<file path="config.mk">
export PLATFORM = sky130hd
export DESIGN_NAME = sample_agc
export DESIGN_NICKNAME = d
export VERILOG_FILES = /design/src/design/sagc_pkg.sv /design/src/design/sagc_seq.sv /design/src/design/sagc_isqrt.sv /design/src/design/sagc_dp.sv /design/src/design/sample_agc.sv
export VERILOG_INCLUDE_DIRS = /design/src /design/src/design
export SDC_FILE = /design/constraint.sdc
export NUM_CORES = 2
export LEC_CHECK = 0
export BUFFER_PORTS_ARGS = -buffer_cell sky130_fd_sc_hd__buf_2
export CORE_MARGIN = 5
export CORE_UTILIZATION = 33
export CTS_BUF_LIST = sky130_fd_sc_hd__clkbuf_16
export DETAILED_ROUTE_END_ITERATION = 6
export GPL_TIMING_DRIVEN = 0
export HOLD_SLACK_MARGIN = 0.15
export SLEW_MARGIN = 20
export SYNTH_ARGS = -nofsm -noshare
export SYNTH_HDL_FRONTEND = slang
export SYNTH_SLANG_ARGS = --single-unit
export TNS_END_PERCENT = 50
</file>
<file path="constraint.sdc">
create_clock -name clk -period 17.7 [get_ports clk]
set_clock_uncertainty 0.1 [all_clocks]
set_input_delay 2.655 -clock clk [delete_from_list [all_inputs] [get_ports clk]]
set_output_delay 2.655 -clock clk [all_outputs]
set_load 0.05 [all_outputs]
</file>
<file path="src/design/sample_agc_macros.svh">
// Assertion macros shared by the sample AGC design files.
// Included by bare file name; needs nothing else.
`ifndef SAMPLE_AGC_MACROS_SVH
`define SAMPLE_AGC_MACROS_SVH

// Concurrent assertion on the rising clock edge, held off while reset is low.
`define SAGC_ASSERT(lbl, clk, rst_n, prop, msg) \
  lbl: assert property (@(posedge clk) disable iff (!rst_n) (prop)) else $error(msg);

// Concurrent assertion that also holds during reset.
`define SAGC_ASSERT_ALWAYS(lbl, clk, prop, msg) \
  lbl: assert property (@(posedge clk) (prop)) else $error(msg);

`endif

</file>
<file path="src/design/sagc_pkg.sv">
// Shared types, constants and the microcode program of the sample AGC.
// No dependencies; imported by every module of the block but sagc_isqrt.
`default_nettype none

package sagc_pkg;

  localparam int unsigned GAIN_W = 24;
  localparam int unsigned PC_W   = 4;

  localparam logic [GAIN_W-1:0] GAIN_ONE   = 24'h01_0000;
  localparam logic [15:0]       RATE_RESET = 16'd655;
  localparam logic [14:0]       REF_RESET  = 15'd16384;

  // Configuration register indexes (byte address / 4).
  typedef enum logic [1:0] {
    REG_RATE = 2'd0,
    REG_REF  = 2'd1,
    REG_MODE = 2'd2
  } reg_idx_t;

  // Datapath action of one microcode step.
  typedef enum logic [3:0] {
    OP_NOP,
    OP_ACCEPT,
    OP_SCALE_I,
    OP_SCALE_Q,
    OP_PUSH,
    OP_SUMSQ,
    OP_AMPL_ROOT,
    OP_AMPL_ABS,
    OP_GAIN
  } op_t;

  // Operand pair fed to the shared multiplier.
  typedef enum logic [2:0] {
    MUL_NONE,
    MUL_SI_G,
    MUL_SQ_G,
    MUL_OI_OI,
    MUL_OQ_OQ,
    MUL_DIFF_RATE
  } mul_t;

  // Condition that keeps the sequencer on the current step.
  typedef enum logic [1:0] {
    HOLD_NONE,
    HOLD_NO_INPUT,
    HOLD_OUT_BUSY,
    HOLD_SQRT_BUSY
  } hold_t;

  // Condition for a jump to the step's target.
  typedef enum logic [1:0] {
    BR_NEXT,
    BR_ALWAYS,
    BR_REAL
  } br_t;

  typedef struct packed {
    op_t             op;
    mul_t            mul;
    hold_t           hold;
    br_t             br;
    logic [PC_W-1:0] target;
  } uword_t;

  // Status from the datapath that the sequencer branches on.
  typedef struct packed {
    logic in_valid;
    logic out_busy;
    logic complex_mode;
    logic sqrt_busy;
  } stat_t;

  localparam logic [PC_W-1:0] S_WAIT    = 4'd0;
  localparam logic [PC_W-1:0] S_MUL_I   = 4'd1;
  localparam logic [PC_W-1:0] S_SCALE_I = 4'd2;
  localparam logic [PC_W-1:0] S_SCALE_Q = 4'd3;
  localparam logic [PC_W-1:0] S_PUSH    = 4'd4;
  localparam logic [PC_W-1:0] S_SUMSQ   = 4'd5;
  localparam logic [PC_W-1:0] S_SQRT    = 4'd6;
  localparam logic [PC_W-1:0] S_STEP    = 4'd7;
  localparam logic [PC_W-1:0] S_REAL    = 4'd8;
  localparam logic [PC_W-1:0] S_GAIN    = 4'd9;

  // The control store: one word per step.
  function automatic uword_t ucode(input logic [PC_W-1:0] pc);
    uword_t w;
    w = '{op: OP_NOP, mul: MUL_NONE, hold: HOLD_NONE, br: BR_NEXT, target: S_WAIT};
    case (pc)
      S_WAIT:    begin w.op = OP_ACCEPT;    w.hold = HOLD_NO_INPUT; end
      S_MUL_I:   begin w.mul = MUL_SI_G; end
      S_SCALE_I: begin w.op = OP_SCALE_I;   w.mul = MUL_SQ_G; end
      S_SCALE_Q: begin w.op = OP_SCALE_Q;   w.mul = MUL_OI_OI; end
      S_PUSH:    begin
        w.op = OP_PUSH; w.mul = MUL_OQ_OQ; w.hold = HOLD_OUT_BUSY;
        w.br = BR_REAL; w.target = S_REAL;
      end
      S_SUMSQ:   begin w.op = OP_SUMSQ; end
      S_SQRT:    begin w.op = OP_AMPL_ROOT; w.hold = HOLD_SQRT_BUSY; end
      S_STEP:    begin w.mul = MUL_DIFF_RATE; w.br = BR_ALWAYS; w.target = S_GAIN; end
      S_REAL:    begin w.op = OP_AMPL_ABS;  w.br = BR_ALWAYS; w.target = S_STEP; end
      S_GAIN:    begin w.op = OP_GAIN;      w.br = BR_ALWAYS; w.target = S_WAIT; end
      default:   begin w.br = BR_ALWAYS;    w.target = S_WAIT; end
    endcase
    return w;
  endfunction

endpackage

`default_nettype wire

</file>
<file path="src/design/sagc_seq.sv">
// Microcode sequencer of the sample AGC: step counter, control store, jumps.
// Depends on sagc_pkg.
`default_nettype none

module sagc_seq (
  input  wire logic           clk,
  input  wire logic           rst_n,
  input  wire sagc_pkg::stat_t  stat,
  output sagc_pkg::uword_t    ctrl,
  output logic                fire
);
  import sagc_pkg::*;

  logic [PC_W-1:0] pc_r, pc_nxt;
  logic            hold, take;

  always_comb begin
    ctrl = ucode(pc_r);
    case (ctrl.hold)
      HOLD_NONE:      hold = 1'b0;
      HOLD_NO_INPUT:  hold = !stat.in_valid;
      HOLD_OUT_BUSY:  hold = stat.out_busy;
      HOLD_SQRT_BUSY: hold = stat.sqrt_busy;
      default:        hold = 1'b0;
    endcase
    case (ctrl.br)
      BR_NEXT:   take = 1'b0;
      BR_ALWAYS: take = 1'b1;
      BR_REAL:   take = !stat.complex_mode;
      default:   take = 1'b0;
    endcase
    fire = !hold;
    if (hold) begin
      pc_nxt = pc_r;
    end else if (take) begin
      pc_nxt = ctrl.target;
    end else begin
      pc_nxt = pc_r + 1'b1;
    end
  end

  always_ff @(posedge clk) begin
    if (!rst_n) begin
      pc_r <= S_WAIT;
    end else begin
      pc_r <= pc_nxt;
    end
  end

endmodule

`default_nettype wire

</file>
<file path="src/design/sagc_isqrt.sv">
// Iterative floored square root of a 32-bit value, two root bits per cycle.
// Depends on nothing outside this file.
`default_nettype none

module sagc_isqrt (
  input  wire logic        clk,
  input  wire logic        rst_n,
  input  wire logic        start,
  input  wire logic [31:0] radicand,
  output logic             busy,
  output logic [15:0]      root
);

  logic        busy_r, busy_nxt;
  logic [2:0]  cnt_r, cnt_nxt;
  logic [31:0] rad_r, rad_nxt;
  logic [19:0] rem_r, rem_nxt;
  logic [15:0] root_r, root_nxt;
  logic [19:0] rem_a;
  logic [15:0] root_a;

  // One restoring step: bring in two radicand bits, try 4*root+1 for the next root bit.
  function automatic logic [35:0] sq_step(input logic [19:0] rm, input logic [15:0] rt,
                                          input logic [1:0] bits);
    logic [19:0] sh;
    logic [19:0] trial;
    sh    = {rm[17:0], bits};
    trial = {2'b00, rt, 2'b01};
    if (sh >= trial) begin
      return {sh - trial, rt[14:0], 1'b1};
    end
    return {sh, rt[14:0], 1'b0};
  endfunction

  always_comb begin
    busy_nxt = busy_r;
    cnt_nxt  = cnt_r;
    rad_nxt  = rad_r;
    rem_nxt  = rem_r;
    root_nxt = root_r;
    {rem_a, root_a} = sq_step(rem_r, root_r, rad_r[31:30]);
    if (start) begin
      busy_nxt = 1'b1;
      cnt_nxt  = '0;
      rad_nxt  = radicand;
      rem_nxt  = '0;
      root_nxt = '0;
    end else if (busy_r) begin
      {rem_nxt, root_nxt} = sq_step(rem_a, root_a, rad_r[29:28]);
      rad_nxt = {rad_r[27:0], 4'b0000};
      cnt_nxt = cnt_r + 1'b1;
      if (cnt_r == 3'd7) begin
        busy_nxt = 1'b0;
      end
    end
  end

  always_ff @(posedge clk) begin
    if (!rst_n) begin
      busy_r <= 1'b0;
      cnt_r  <= '0;
    end else begin
      busy_r <= busy_nxt;
      cnt_r  <= cnt_nxt;
    end
    rad_r  <= rad_nxt;
    rem_r  <= rem_nxt;
    root_r <= root_nxt;
  end

  assign busy = busy_r;
  assign root = root_r;

endmodule

`default_nettype wire

</file>
<file path="src/design/sagc_dp.sv">
// Datapath of the sample AGC: shared multiplier, output register, gain loop.
// Depends on sagc_pkg and sagc_isqrt.
`default_nettype none

module sagc_dp (
  input  wire logic              clk,
  input  wire logic              rst_n,
  input  wire sagc_pkg::uword_t  ctrl,
  input  wire logic              fire,
  input  wire logic signed [15:0] sample_i,
  input  wire logic signed [15:0] sample_q,
  input  wire logic [15:0]       rate,
  input  wire logic [14:0]       ref_level,
  input  wire logic              complex_mode,
  input  wire logic              out_ready,
  output logic                   out_valid,
  output logic signed [15:0]     out_i,
  output logic signed [15:0]     out_q,
  output sagc_pkg::stat_t        stat_part
);
  import sagc_pkg::*;

  logic signed [15:0] si_r, sq_r, oi_r, oq_r, outi_r, outq_r;
  logic               outv_r;
  logic signed [41:0] prod_r, prod_nxt;
  logic [31:0]        acc_r;
  logic [15:0]        ampl_r;
  logic [GAIN_W-1:0]  gain_r, gain_nxt;
  logic signed [16:0] mul_a, diff;
  logic signed [24:0] mul_b;
  logic signed [41:0] gsum;
  logic signed [26:0] gstep, gnew;
  logic               sq_start, sq_busy;
  logic [15:0]        sq_root;
  logic [31:0]        radicand;

  // Round half up at bit 16 and saturate to 16 bits.
  function automatic logic signed [15:0] rnd_sat(input logic signed [41:0] p);
    logic signed [41:0] s;
    logic signed [25:0] h;
    s = p + 42'sd32768;
    h = s[41:16];
    if (h > 26'sd32767) begin
      return 16'sh7fff;
    end else if (h < -26'sd32768) begin
      return 16'sh8000;
    end
    return h[15:0];
  endfunction

  always_comb begin
    diff = $signed({2'b00, ref_level}) - $signed({1'b0, ampl_r});
    case (ctrl.mul)
      MUL_SI_G:      begin mul_a = {si_r[15], si_r}; mul_b = {1'b0, gain_r}; end
      MUL_SQ_G:      begin mul_a = {sq_r[15], sq_r}; mul_b = {1'b0, gain_r}; end
      MUL_OI_OI:     begin mul_a = {oi_r[15], oi_r}; mul_b = 25'(oi_r); end
      MUL_OQ_OQ:     begin mul_a = {oq_r[15], oq_r}; mul_b = 25'(oq_r); end
      MUL_DIFF_RATE: begin mul_a = diff;             mul_b = {9'd0, rate}; end
      default:       begin mul_a = '0;               mul_b = '0; end
    endcase
    prod_nxt = mul_a * mul_b;
  end

  // Gain step: round (diff * rate) from Q1.31 to Q8.16, then clamp the sum.
  always_comb begin
    gsum  = prod_r + 42'sd16384;
    gstep = gsum[41:15];
    gnew  = $signed({3'b000, gain_r}) + gstep;
    if (gnew[26]) begin
      gain_nxt = '0;
    end else if (gnew > 27'sd16777215) begin
      gain_nxt = '1;
    end else begin
      gain_nxt = gnew[GAIN_W-1:0];
    end
  end

  assign radicand = acc_r + prod_r[31:0];
  assign sq_start = fire && (ctrl.op == OP_SUMSQ);

  sagc_isqrt u_isqrt (
    .clk      (clk),
    .rst_n    (rst_n),
    .start    (sq_start),
    .radicand (radicand),
    .busy     (sq_busy),
    .root     (sq_root)
  );

  always_ff @(posedge clk) begin
    if (!rst_n) begin
      gain_r <= GAIN_ONE;
      outv_r <= 1'b0;
    end else begin
      if (fire && ctrl.op == OP_GAIN) begin
        gain_r <= gain_nxt;
      end
      if (fire && ctrl.op == OP_PUSH) begin
        outv_r <= 1'b1;
      end else if (out_ready) begin
        outv_r <= 1'b0;
      end
    end
    if (fire && ctrl.mul != MUL_NONE) begin
      prod_r <= prod_nxt;
    end
    if (fire) begin
      case (ctrl.op)
        OP_ACCEPT:    begin si_r <= sample_i; sq_r <= sample_q; end
        OP_SCALE_I:   oi_r <= rnd_sat(prod_r);
        OP_SCALE_Q:   oq_r <= complex_mode ? rnd_sat(prod_r) : 16'sd0;
        OP_PUSH:      begin outi_r <= oi_r; outq_r <= oq_r; acc_r <= prod_r[31:0]; end
        OP_AMPL_ROOT: ampl_r <= sq_root;
        OP_AMPL_ABS:  ampl_r <= oi_r[15] ? 16'(-oi_r) : oi_r;
        default:      ;
      endcase
    end
  end

  assign out_valid = outv_r;
  assign out_i     = outi_r;
  assign out_q     = outq_r;

  always_comb begin
    stat_part              = '0;
    stat_part.out_busy     = outv_r && !out_ready;
    stat_part.sqrt_busy    = sq_busy;
    stat_part.complex_mode = complex_mode;
  end

endmodule

`default_nettype wire

</file>
<file path="src/design/sample_agc.sv">
// Feedback automatic gain control for a stream of Q1.15 samples. Every input
// transaction carries one sample (real in sample_i, or a complex I/Q pair) and
// yields exactly one output transaction holding the sample times the current
// gain, rounded half up and saturated to 16 bits; in real mode out_q is zero.
// After the output is formed, its amplitude (|I|, or floor(sqrt(I^2+Q^2)) in
// complex mode) is compared with ref_level and the Q8.16 gain moves by
// rate * (ref_level - amplitude), clamped to [0, 2^24-1]. The gain starts at
// 1.0 after reset. A small microcode sequencer steps one shared 17x25-bit
// multiplier and an iterative square root unit through each sample: accept,
// scale I and Q, push the result, form the amplitude (complex mode: square
// root, two root bits a cycle), step and update the gain, and only then take
// the next sample. A stalled output holds the push step. The result sits in an
// output register, so the block runs on with the gain update while it waits.
// Registers (APB, byte address): 0x0 rate (Q0.16, reset 655), 0x4 ref_level
// (Q1.15, reset 16384), 0x8 complex_mode (reset 0); write them only while the
// block is idle.
// Depends on sagc_pkg, sagc_seq, sagc_dp and sample_agc_macros.svh.
`default_nettype none

module sample_agc (
  input  wire logic        clk,
  input  wire logic        rst_n,
  // Input stream. in_tdata: [15:0] sample_i, [31:16] sample_q.
  input  wire logic        in_tvalid,
  output logic             in_tready,
  input  wire logic [31:0] in_tdata,
  // Output stream. out_tdata: [15:0] out_i, [31:16] out_q.
  output logic             out_tvalid,
  input  wire logic        out_tready,
  output logic [31:0]      out_tdata,
  // Configuration port.
  input  wire logic        cfg_psel,
  input  wire logic        cfg_penable,
  input  wire logic        cfg_pwrite,
  input  wire logic [3:0]  cfg_paddr,
  input  wire logic [31:0] cfg_pwdata,
  output logic [31:0]      cfg_prdata,
  output logic             cfg_pready
);
  import sagc_pkg::*;

`include "sample_agc_macros.svh"

  logic [15:0]        rate_r;
  logic [14:0]        ref_r;
  logic               mode_r;
  logic               cfg_wr;
  reg_idx_t           cfg_idx;
  uword_t             ctrl;
  logic               fire;
  stat_t              stat, stat_dp;
  logic signed [15:0] out_i, out_q;

  // Configuration registers: written on the access phase of a transaction.
  assign cfg_pready = 1'b1;
  assign cfg_wr     = cfg_psel && cfg_penable && cfg_pwrite && cfg_pready;
  assign cfg_idx    = reg_idx_t'(cfg_paddr[3:2]);

  always_ff @(posedge clk) begin
    if (!rst_n) begin
      rate_r <= RATE_RESET;
      ref_r  <= REF_RESET;
      mode_r <= 1'b0;
    end else if (cfg_wr) begin
      case (cfg_idx)
        REG_RATE: rate_r <= cfg_pwdata[15:0];
        REG_REF:  ref_r  <= cfg_pwdata[14:0];
        REG_MODE: mode_r <= cfg_pwdata[0];
        default:  ;
      endcase
    end
  end

  always_comb begin
    case (cfg_idx)
      REG_RATE: cfg_prdata = {16'd0, rate_r};
      REG_REF:  cfg_prdata = {17'd0, ref_r};
      REG_MODE: cfg_prdata = {31'd0, mode_r};
      default:  cfg_prdata = '0;
    endcase
  end

  // The sequencer sees the input valid alongside the datapath status.
  always_comb begin
    stat          = stat_dp;
    stat.in_valid = in_tvalid;
  end

  sagc_seq u_seq (
    .clk   (clk),
    .rst_n (rst_n),
    .stat  (stat),
    .ctrl  (ctrl),
    .fire  (fire)
  );

  sagc_dp u_dp (
    .clk          (clk),
    .rst_n        (rst_n),
    .ctrl         (ctrl),
    .fire         (fire),
    .sample_i     (in_tdata[15:0]),
    .sample_q     (in_tdata[31:16]),
    .rate         (rate_r),
    .ref_level    (ref_r),
    .complex_mode (mode_r),
    .out_ready    (out_tready),
    .out_valid    (out_tvalid),
    .out_i        (out_i),
    .out_q        (out_q),
    .stat_part    (stat_dp)
  );

  // Only the wait step takes a new sample.
  assign in_tready = (ctrl.op == OP_ACCEPT);
  assign out_tdata = {out_q, out_i};

  // After a sample is taken the block is busy with it and does not take a second one in a row.
  `SAGC_ASSERT(a_accept_busy, clk, rst_n, (in_tvalid && in_tready) |=> !in_tready, "sample_agc: input taken twice in a row")
  // A result is only written into the output register when the slot is free or is being read out in that cycle.
  `SAGC_ASSERT(a_no_clobber, clk, rst_n, (fire && ctrl.op == OP_PUSH && out_tvalid) |-> out_tready, "sample_agc: pending result overwritten")
  // The square root unit only runs while the sequencer is parked on it.
  `SAGC_ASSERT(a_sqrt_parked, clk, rst_n, stat_dp.sqrt_busy |-> (ctrl.op == OP_AMPL_ROOT && !in_tready), "sample_agc: square root running outside its step")

endmodule

`default_nettype wire

</file>
After elaboration in Yosys (flattened, before gate mapping). Cells that the tools add are included.

Multipliers: 1. Mux-type cells: 39. Bitwise logic cells: 2. Reduce and logical (&&, ||, !) cells: 29. Eq/ne operators: 30. Add/sub/neg operators: 10. Order comparisons: 5.

Operators by type and width (number): $mux 34 (4); $pmux 25 s4 (1); $pmux 17 s5 (1); $mux 16 (5); $mux 32 (2); $mux 24 (2); $pmux 16 s3 (1); $add 42x16->42 const B (1); $add 42x17->42 const B (1); $mul 17x25->42 (1); $ge 20x18->1 (2); $sub 18x18->18 (2); $add 32x32->32 (1); $eq 4x3->1 const B (8); $pmux 16 s2 (1); $pmux 4 s8 (1); $add 25x27->27 (1); $gt 27x25->1 const B (1); $gt 26x16->1 const B (1); $lt 26x16->1 const B (1); $pmux 6 s4 (1); $sub 15x16->17 (1); $eq 4x2->1 const B (4); $neg 16->16 (1); 25 further kinds (71).

Word-level logic and storage cells: 136. Register bits after elaboration: 317. Output and inout bits: 67. Input port bits: 75.

Longest topological paths before layout.
Word-level depth: 8. Depth in mapped cells: 36.

By module. A second synthesis with hierarchy kept.

Cells, all modules: 3724. Area total of the unflattened synthesis: 34595.7 µm².

Modules (own cells, without submodules): sagc_dp (times used 1, cells each 2909, seq. area each 6085.8 µm², area each 27301.2 µm²); sagc_isqrt (times used 1, cells each 551, seq. area each 1721.7 µm², area each 5036.1 µm²); sample_agc (times used 1, cells each 188, seq. area each 640.6 µm², area each 1691.6 µm²); sagc_seq (times used 1, cells each 76, seq. area each 80.1 µm², area each 566.8 µm²).

Least setup slack after synthesis. No wires, ideal clock.

Kind: register to register. Start: register ref_r[0]. End: register u_dp.prod_r[39], data pin. Period minus slack after synthesis: 8871 ps. Path slack: 8829 ps. Cell stages (with the launch flop): 35. Data arrival time: 8505 ps. Path buffers: 1. Cells stage by stage: dfxtp_1 -> inv_1 -> ha_1 -> fa_1 -> nor2b_1 -> o21ai_0 -> a21boi_1 -> o21ai_0 -> a21boi_0 -> o21ai_1 -> a21oi_1 -> nor3_1 -> o31ai_1 -> clkbuf_1 -> nand2_1 -> fa_1 -> inv_1 -> fa_1 -> fa_1 -> fa_1 -> fa_1 -> inv_1 -> fa_1 -> inv_1 -> ha_1 -> a21o_1 -> a21o_1 -> a21oi_1 -> o21ai_0 -> or3b_2 -> o211ai_1 -> a21oi_1 -> nor2_1 -> nor4b_1 -> or3_1.

Word-level cells in the longest chain between the ends: 3.

Ends and longest elaborated chain: start: declaration (line sample_agc.sv:45) `logic [14:0] ref_r;`; start signal: assignment (line sample_agc.sv:67) `REG_REF: ref_r <= cfg_pwdata[14:0];`; $sub 15x16->17 (line sagc_dp.sv:52) `diff = $signed({2'b00, ref_level}) - $signed({1'b0, ampl_r});`; $pmux 17 s5 (line sagc_dp.sv:53) `case (ctrl.mul)`; $mul 17x25->42 (line sagc_dp.sv:61) `prod_nxt = mul_a * mul_b;`; named net u_dp.prod_nxt[39] (line sagc_dp.sv:25) `logic signed [41:0] prod_r, prod_nxt;`; end signal: assignment (line sagc_dp.sv:105) `prod_r <= prod_nxt;`; end: declaration (line sagc_dp.sv:25).

The timed path passes the listed nets, and every way through them passes these cells. A chain may end at the register's enable or synchronous reset.

Worst setup path after layout.
Start: register u_seq.pc_r[0]. End: register u_dp.prod_r[39], data pin.

Word-level cells in the longest chain between the ends: 6. Elaborated cells between the ends (all ways): 15. Those cells by class: 1 x mul; 10 x eq/ne; 3 x mux; 1 x reduce/logical.

Ends and longest elaborated chain: start: declaration (line sagc_seq.sv:14) `logic [PC_W-1:0] pc_r, pc_nxt;`; start signal: assignment (line sagc_seq.sv:46) `pc_r <= pc_nxt;`; $eq 4x3->1, or another cell as far along (line sagc_pkg.sv:90) `case (pc)`; $pmux 3 s5 * (line sagc_pkg.sv:90); $eq 3x1->1 or $eq 3x2->1 (tied branches) (line sagc_dp.sv:53); $reduce_or 2->1 (no source line); $pmux 25 s4 (line sagc_dp.sv:53); $mul 17x25->42 * (line sagc_dp.sv:61); named net u_dp.prod_nxt[39] (line sagc_dp.sv:25).

The timed path passes the listed nets; every way through them passes the cells marked *.

==> results <==
- The run finished with clean final reports.
- Counting flops with an async set or reset pin after synthesis yields a share of 0%.
- The detailed router's first-iteration violation count is 2607.
- The path with the worst hold slack has its endpoint at u_dp.acc_r[10]$_DFFE_PP_.
- The filler cell count in the final layout is 10.8k.
- The final cell utilization of the core is 36.9%.
- The post-cts hold buffer count is 0.
- The post-detailed-routing wire length is 115000 um.
- The count of TritonRoute iterations in the first routing pass is 6.
- Across every metal layer, demand over resource in global routing totals around a fifth.
- The per-cell routed wire length is 21.2 um.
- The TritonCTS buffer count is 38.
- The final route contains around 29k vias.
- Setup repair after global routing left no endpoint under its margin.
- The detailed placement HPWL is 94300 um.
- The worst path uses between 60% and 70% of the clock period.
- The starting density of the core is approximately 33%.
- The overflow left after global routing is 0.
- Yosys mapped the design onto 103 distinct sky130hd cell types.
- The top cell type by area accounts for between 20% and 30% of the synthesized area.
- The top-level I/O count is around 140.
- The count of buffers inserted at the top-level ports is 106.
- After technology mapping, the gate count stands at 3804.
- A synthesized cell averages between 9 and 10 sq um.
- The number of failing hold endpoints at the final stage is 0.
- The initial antenna violation count is 2.
- The clock net in this run drives a total of ~320 sinks.
- After clock tree synthesis, the setup repair step added 0 buffers.
- Once detail routing completed, the nets flagged for antenna violations numbered 0.
- Among the stages of the critical path, the cell type that occurs most often is sky130_fd_sc_hd__fa_1.
- The most common cell in the netlist is sky130_fd_sc_hd__inv_1.
- The cell at the slowest stage of the critical path is sky130_fd_sc_hd__a22oi_1.
- The die covers between 100000 and 150000 sq um.
- After floorplanning, the core was sized to cover ~110000 sq um.
- Sorting the synthesized cells by how often they occur yields sky130_fd_sc_hd__inv_1, sky130_fd_sc_hd__nand2_1, sky130_fd_sc_hd__fa_1.
- In this run the clock root is driven by a sky130_fd_sc_hd__clkbuf_16.
- In this run the critical register-to-register path is captured at u_dp.prod_r[39]$_DFFE_PP_.
- The beginning of the worst register-to-register path is u_seq.pc_r[0]$_SDFFE_PN0N_.
- The critical path is of the reg2reg type.
- Measured in cells, the most critical reg-to-reg path has a length of 29.
- In this run the core area contains approximately 120 standard-cell rows.
- Of the cells placed in the final design, the portion with a size suffix greater than 1 is under 10%.
- STA classifies the critical path endpoint as a flip-flop.
- The final setup violation count is 0.
- The largest total area in the synthesized netlist belongs to sky130_fd_sc_hd__fa_1.
- The depth of the CTS H-tree is 2.
- The number of warnings reported in the yosys synthesis log is 0.
- After routing, the total negative slack on setup checks comes to 0 ns.
- The worst relative slew slack is between 10% and 20%.
- The highest net fanout along the worst path is 10.
- The number of max-cap violations is 0.
- The maximum clock rate is between 80 and 90 MHz.
- The required time at the endpoint of the critical path is roughly 18 ns.
- For the pin with the worst max-slew slack, the measured transition is between 1 and 1.5 ns.
- STA puts the critical path data arrival time at 11.81 ns.
- Sorting the synthesized cells by area gives the leading types as sky130_fd_sc_hd__fa_1, sky130_fd_sc_hd__edfxtp_1, sky130_fd_sc_hd__ha_1.
- For flop-to-flop paths, the worst setup slack is around 6.1 ns.
- The area of combinational cells with multiple inputs is 23600 sq um.
- The number of enable flip-flop cells after synthesis is 218.
- The die is between 300 and 400 um tall.
- In the routed design, unresolved DRC markers number 0.
- The type of the worst min-delay path is reg2reg.
- Compared with the post-synthesis result, the final layout area differs by 11.1%.
- The number of cells on the worst hold path is 0.
- The clock insertion delay at the later pin of the skew report is just under 0.6 ns.
- Summing all flip-flop and latch instances after layout gives roughly 8500 sq um.
- The weighted congestion reported at the end of routability-driven placement is around 1.
- The number of gates resized after CTS was 0.
- Clock-pin slew was measured on the worst setup and hold paths at 0.06 ns.
- The clock tree from TritonCTS is done.
- After synthesis the netlist holds a flip-flop and latch count of 317.
- The via count of the first global-routing pass is between 20k and 30k.
- The max-slew violation count came to 0.
- Of the synthesized area, sequential elements account for 24.4%.
- For this run, the leading register cell type out of synthesis is sky130_fd_sc_hd__edfxtp_1.
- The mapped netlist covers ~35000 sq um.
- The final layout contains approximately 4.7k nets.
- In this run the most critical hold path is launched from u_dp.prod_r[10]$_DFFE_PP_.
- The first global-routing pass estimated ~170000 um of wire.
- STA classifies the critical path startpoint as a flip-flop.
- Entering global routing, the biggest net connects 33 pins.
- After detailed routing, the number of vias per cell comes to 5.31.
- Subtracting the final worst setup slack from the clock period gives around 12 ns.
- The largest single stage delay on the critical path is 0.96 ns.
- In this run the horizontal extent of the chip is between 300 and 400 um.
- The maximum buffer depth of the clock tree is 3.
==> routing by layer <==
| layer | vias to the layer above | part of all wire, % | routed length [um] | track usage [%] |
|---|---|---|---|---|
| met2 | 1115 | 45 | 51900 | 31.5 |
| met3 | 229 | 9.0 | 10400 | 4.72 |
| met1 | 14307 | 42 | 47700 | 26.6 |
| met4 | 0 | 4.2 | 4770 | 7.19 |
| li1 | 13102 | - | - | - |
| met5 | - | 0 | 0 | 0 |
==> cell type report <==
cell class	instances	area share, %
multi-input combinational	2768	60.9
antenna	1	0.00645
buffer	183	2.14
inverter	551	5.33
timing repair buffer	130	1.90
sequential	317	22.0
clock buffer	42	2.71
tap	1391	4.49
clock inverter	27	0.494
==> critical path, delay by kind of cell, from the launching register on <==
family          cells  cell delay [ns]
compound gates      8             3.37
fa+ha+maj           8             3.97
buf+inv             5             1.15
flops               1             0.41
simple gates        8             2.34
==> worst max path at each step <==
| stage | cells past startpoint | startpoint | endpoint | slack [ns] |
|---|---|---|---|---|
| floorplan | 34 | ref_r[0]$_SDFFE_PN0P_ | u_dp.prod_r[39]$_DFFE_PP_ | 8.83 |
| global placement | 30 | u_dp.ampl_r[1]$_DFFE_PP_ | u_dp.prod_r[40]$_DFFE_PP_ | 6.11 |
| detailed placement | 29 | u_seq.pc_r[0]$_SDFFE_PN0N_ | u_dp.prod_r[39]$_DFFE_PP_ | 6.50 |
| CTS | 29 | u_seq.pc_r[0]$_SDFFE_PN0N_ | u_dp.prod_r[39]$_DFFE_PP_ | 6.42 |
| global route | 29 | u_seq.pc_r[0]$_SDFFE_PN0N_ | u_dp.prod_r[39]$_DFFE_PP_ | 5.74 |
| finish | 29 | u_seq.pc_r[0]$_SDFFE_PN0N_ | u_dp.prod_r[39]$_DFFE_PP_ | 6.06 |
==> cells in the final DEF, fill, tap and decap left out, types with 13 or more instances in the layout <==
cell / n
sky130_fd_sc_hd__nor2b_1: 27
sky130_fd_sc_hd__o21ai_0: 170
sky130_fd_sc_hd__o21a_1: 19
sky130_fd_sc_hd__a31oi_1: 19
sky130_fd_sc_hd__a221oi_2: 14
sky130_fd_sc_hd__buf_2: 126
sky130_fd_sc_hd__inv_1: 556
sky130_fd_sc_hd__xor2_1: 54
sky130_fd_sc_hd__o211ai_1: 50
sky130_fd_sc_hd__buf_4: 37
sky130_fd_sc_hd__and3_1: 33
sky130_fd_sc_hd__a221oi_1: 13
sky130_fd_sc_hd__nand2b_1: 28
sky130_fd_sc_hd__fa_1: 420
sky130_fd_sc_hd__nand2_1: 426
sky130_fd_sc_hd__edfxtp_1: 218
sky130_fd_sc_hd__or3_1: 19
sky130_fd_sc_hd__conb_1: 17
sky130_fd_sc_hd__dfxtp_1: 99
sky130_fd_sc_hd__o31ai_1: 15
sky130_fd_sc_hd__nor3_1: 75
sky130_fd_sc_hd__a21o_1: 64
sky130_fd_sc_hd__a22o_1: 15
sky130_fd_sc_hd__nand4_1: 22
sky130_fd_sc_hd__a21oi_1: 179
sky130_fd_sc_hd__clkbuf_1: 125
sky130_fd_sc_hd__a211o_1: 23
sky130_fd_sc_hd__a211oi_1: 20
sky130_fd_sc_hd__ha_1: 216
sky130_fd_sc_hd__clkbuf_16: 42
sky130_fd_sc_hd__a221o_1: 22
sky130_fd_sc_hd__o21ai_2: 13
sky130_fd_sc_hd__o21bai_1: 13
sky130_fd_sc_hd__a21boi_0: 30
sky130_fd_sc_hd__or2_2: 14
sky130_fd_sc_hd__mux2i_1: 41
sky130_fd_sc_hd__and2_1: 59
sky130_fd_sc_hd__xnor2_1: 101
sky130_fd_sc_hd__nor2_1: 307
sky130_fd_sc_hd__nand3_1: 63
==> kinds of logic (layout without fill, tap and decap cells) <==
| kind of cell | after synthesis | in the layout | share of synthesized area (%) |
|---|---|---|---|
| and+or+nand+nor | 1143 | 1143 | 15.1 |
| AOI/OAI and AO/OA | 775 | 775 | 15.2 |
| buffers and inverters | 734 | 933 | 8.31 |
| adders and majority gates | 636 | 636 | 31.8 |
| DFF | 317 | 317 | 24.4 |
| xor gates and xnor gates | 155 | 155 | 3.89 |
| muxes | 42 | 42 | 1.21 |
| other | 2 | 18 | 0.0215 |
==> metrics by stage <==
step / hold slack [ns] / instance area [sq um] / cells / worst slack [ns]
2_1_floorplan: 0.327 / 35000 / 3819 / 8.83
3_3_place_gp: 0.348 / 37200 / 5316 / 6.11
3_5_place_dp: 0.352 / 37500 / 5336 / 6.50
4_1_cts: 0.367 / 38700 / 5405 / 6.42
5_1_grt: 0.380 / 38800 / 5409 / 5.74
6_report: 0.365 / 38800 / 5410 / 6.06
==> registers in the layout, summed over array words and instances (netlist names), 18 cells and up <==
register and cells:
u_dp.gain_r 24, u_dp.u_isqrt.rad_r 32, u_dp.prod_r 42, u_dp.u_isqrt.rem_r 18, u_dp.acc_r 32
Power is left out: the tool's default activity adds up to more than one toggle a clock period on the data nets, which glitch-free logic cannot reach.
